### src/rtl/assert_macros.svh
// Assertion helpers shared by the RTL.
`ifndef ASSERT_MACROS_SVH
`define ASSERT_MACROS_SVH
`ifndef ASSERT_OFF
// Checked outside reset.
`define PCLB_ASSERT(lbl, prop, msg) \
  lbl: assert property (@(posedge clk) disable iff (rst) prop) else $error(msg);
// Checked on every edge, reset included.
`define PCLB_ASSERT_ALWAYS(lbl, prop, msg) \
  lbl: assert property (@(posedge clk) prop) else $error(msg);
`else
`define PCLB_ASSERT(lbl, prop, msg)
`define PCLB_ASSERT_ALWAYS(lbl, prop, msg)
`endif
`endif

### src/rtl/pclb_bin_calc.sv
module pclb_bin_calc (
  input  logic        clk,
  input  logic        rst,
  input  logic        go,
  input  logic [23:0] pos_x,
  input  logic [23:0] pos_y,
  input  logic [31:0] cell_recip,
  input  logic [10:0] grid_width,
  output logic        done,
  output logic [35:0] bin
);

  logic [1:0]  ph;
  logic [23:0] mul_a;
  logic [55:0] prod;
  logic [23:0] cx;
  logic [23:0] cy;
  logic [34:0] cyg;
  logic [34:0] cyg_w;

  // One shared 24x32 multiplier: x in phase one, y in phase two.
  assign mul_a = (ph == 2'd1) ? pos_x : pos_y;
  assign prod  = mul_a * cell_recip;
  assign cyg_w = cy * grid_width;
  assign bin   = {12'b0, cx} + {1'b0, cyg};

  always_ff @(posedge clk) begin
    if (rst) begin
      ph   <= 2'd0;
      done <= 1'b0;
    end else begin
      done <= 1'b0;
      case (ph)
        2'd0: if (go) ph <= 2'd1;
        2'd1: ph <= 2'd2;
        2'd2: ph <= 2'd3;
        2'd3: begin
          ph   <= 2'd0;
          done <= 1'b1;
        end
        default: ph <= 2'd0;
      endcase
    end
  end

  always_ff @(posedge clk) begin
    if (ph == 2'd1) cx <= prod[55:32];
    if (ph == 2'd2) cy <= prod[55:32];
    if (ph == 2'd3) cyg <= cyg_w;
  end

endmodule

### config.mk
export PLATFORM = sky130hd
export DESIGN_NAME = pclb_bin_calc
export DESIGN_NICKNAME = d
export VERILOG_FILES = /design/src/rtl/assert_macros.svh /design/src/rtl/pclb_bin_calc.sv
export SDC_FILE = /design/constraint.sdc
export NUM_CORES = 2
export LEC_CHECK = 0
export BUFFER_PORTS_ARGS = -buffer_cell sky130_fd_sc_hd__buf_4
export CAP_MARGIN = 5
export CELL_PAD_IN_SITES_DETAIL_PLACEMENT = 0
export CELL_PAD_IN_SITES_GLOBAL_PLACEMENT = 1
export CORE_MARGIN = 2
export CORE_UTILIZATION = 52
export DETAILED_ROUTE_END_ITERATION = 8
export PLACE_DENSITY_LB_ADDON = 0.3
export SLEW_MARGIN = 0
export SYNTH_ARGS = -nofsm -noshare
export SYNTH_HDL_FRONTEND = slang
export SYNTH_SLANG_ARGS = --single-unit
### constraint.sdc
create_clock -name clk -period 9.8 [get_ports clk]
set_input_delay 1.96 -clock clk [delete_from_list [all_inputs] [get_ports clk]]
set_output_delay 1.96 -clock clk [all_outputs]
set_load 0.1 [all_outputs]
==> flow_summary.ini <==
[yosys]
yosysUniqueCellTypes = 59
synth_top_area_share_pct = 47.9
yosys_most_used_dff = edfxtp_1
avgSynthCellArea_sq_um = 9.30
seq_area_frac_synth_pct = 7.14
synthArstFlopShare_pct = 0
yosysTopAreaCell = fa_1
syn-num-nets = 5073
yosysWarnings = 0
synth_seq_cells = 86
synth_edf_count = 83
synth.cell_area_sq_um = 35800
syn_inst = 3844
synth.area.top_cells = fa_1, ha_1, inv_1

[critical_path]
endpoint_kind = flip-flop
crit_required_ns = 9.89
cp_data_arrival_time_ns = 9.17
path_class = in2reg
start_kind = primary input
path_max_fanout = 28

[placement]
io_buffers = 130
place.gp.congestion = 0.894
dpl.hpwl_um = 71900

[routing]
dr.pass1.iters = 6
ant_nets = 0
vias_per_cell = 5.38
drtIter0Drc = 1453
wire_per_inst_um = 19.9
routed_wl_um = 93800
vias = 25400
drc_errors = 0

[cts]
htree_levels = 3
cts-root-buf = clkbuf_16
clockBufferDepth = 2
postCtsResizedCells = 0
clkTransAtPathRegs_ns = 0.06
post_cts_buffers = 0
ctsHoldBuffers = 0
cts_tree = yes
numCtsBuffers = 9
clock_latency_ns = 0.36
clkSinkCount = 86

[grt]
grt_remaining_overflow = 0
grt_pass1_vias = 27900
track_usage_pct = 28.3
grt_pass1_wl_um = 155000
grt_max_degree = 37
grt_antenna_before_repair = 1

[timing]
rsz0062_at_grt = false
worst_pin_slew_ns = 0.965
drv_slew = 0
fin_setup_tns_ns = 0
setup_violations = 0
max-slew-margin-rel_pct = 35.6
timing.fmax_ghz = 0.110
min_period_ns = 9.08
min_period_over_period_pct = 92.6
hold_violations = 0
fin_worst_skew_ns = 0.0130
hold_ws_ns = 0.583

[floorplanning]
initial_core_util_pct = 52.3
ios = 131
die_w_um = 266
core_sq_um = 68300
dieArea_sq_um = 70900
die_y_um = 266
row_count = 96

[cells_and_area]
final_nets = 5054
final_common_cell = inv_1
diodes = 0
layout_common_cells = inv_1, fa_1, nand2_1
drive_gt1_share_pct = 5.40
area_growth_pct = 5.43

[flow_run]
maxCapViolCount = 0

[min_path]
hp-class = reg2reg

[run_status]
status = completed
[state kept, by name (all words and copies together) (netlist names)]
signal / flops
cy: 24
cx: 24
cyg: 35
ph: 2
done: 1
[cell usage after synthesis (9+ instances only)]
library cell,number
mux2_2,21
inv_1,877
edfxtp_1,83
a211oi_1,9
fa_1,855
clkbuf_1,184
nand2b_1,13
a21oi_1,82
nor2_1,44
o21ai_0,40
nor3_1,9
xnor2_1,64
and3_1,12
nand3_1,23
ha_1,280
o21bai_1,13
nand2_1,584
xor2_1,20
and2_1,392
a21o_1,50
nand4_1,9
nor2b_1,100
[final timing paths]
check	slack [ns]	from	depth (start not counted)	endpoint
setup / recovery	0.72	pos_x[3]	25	cy[23]
hold / removal	0.58	ph[1]	2	ph[1]
setup reg to reg	1.15	ph[1]	26	cy[23]
hold reg to reg	0.58	ph[1]	2	ph[1]
[metal layers]
layer	track usage [%]	vias up	share of wire (%)
met3	3.57	122	6.0
met2	47.1	763	48
met1	39.4	13200	44
met4	7.27	0	2.5
li1	-	11300	-
met5	0	-	0
[per-stage QoR]
step / setup WS (ns) / utilization (%) / cell area, sq um / std cells
6_report: 0.721 / 55.2 / 37700 / 4712
5_1_grt: 0.400 / 55.2 / 37700 / 4712
4_1_cts: 0.722 / 55.2 / 37700 / 4712
3_5_place_dp: 0.331 / 54.7 / 37400 / 4696
3_3_place_gp: 0.454 / 54.7 / 37400 / 4696
2_1_floorplan: 1.41 / - / 35800 / 3844
[kinds of logic (layout without fill, tap and decap cells)]
family                   after synthesis  count (layout)  synth area share [%]
AO/OA/AOI/OAI                        254             254                  4.71
XOR/XNOR                              84              84                  2.06
adder cells (fa/ha/maj)             1135            1135                  57.7
buffers and inverters               1062            1048                  11.2
flip-flops                            86              86                  7.14
multiplexers                          25              25                 0.784
AND/OR/NAND/NOR                     1198            1198                  16.5
[final cells by class]
class,count,area [sq um]
multi-input combinational,2696,29300
clock inverter,4,30.0
fill,6203,30700
timing repair buffer,155,1200
sequential,86,2550
inverter,877,3290
tap,882,1100
clock buffer,12,256
[worst max-delay path, stage by stage]
cell	delay, ns
buf_4	0.07
mux2_2	0.70
nand2_1	0.18
fa_1	0.56
inv_1	0.05
fa_1	0.49
inv_1	0.06
fa_1	0.48
fa_1	0.55
inv_1	0.05
fa_1	0.45
fa_1	0.52
inv_1	0.05
fa_1	0.47
inv_1	0.04
ha_1	0.32
a21oi_1	0.22
o21ai_0	0.13
a32oi_1	0.16
a21o_1	0.28
nand2_1	0.16
a211oi_1	0.52
nor3_1	0.13
a2111oi_2	0.39
xnor2_1	0.12
Power is not shown: default switching activity piles up to over one toggle a cycle in this logic, so the estimate is an artifact.
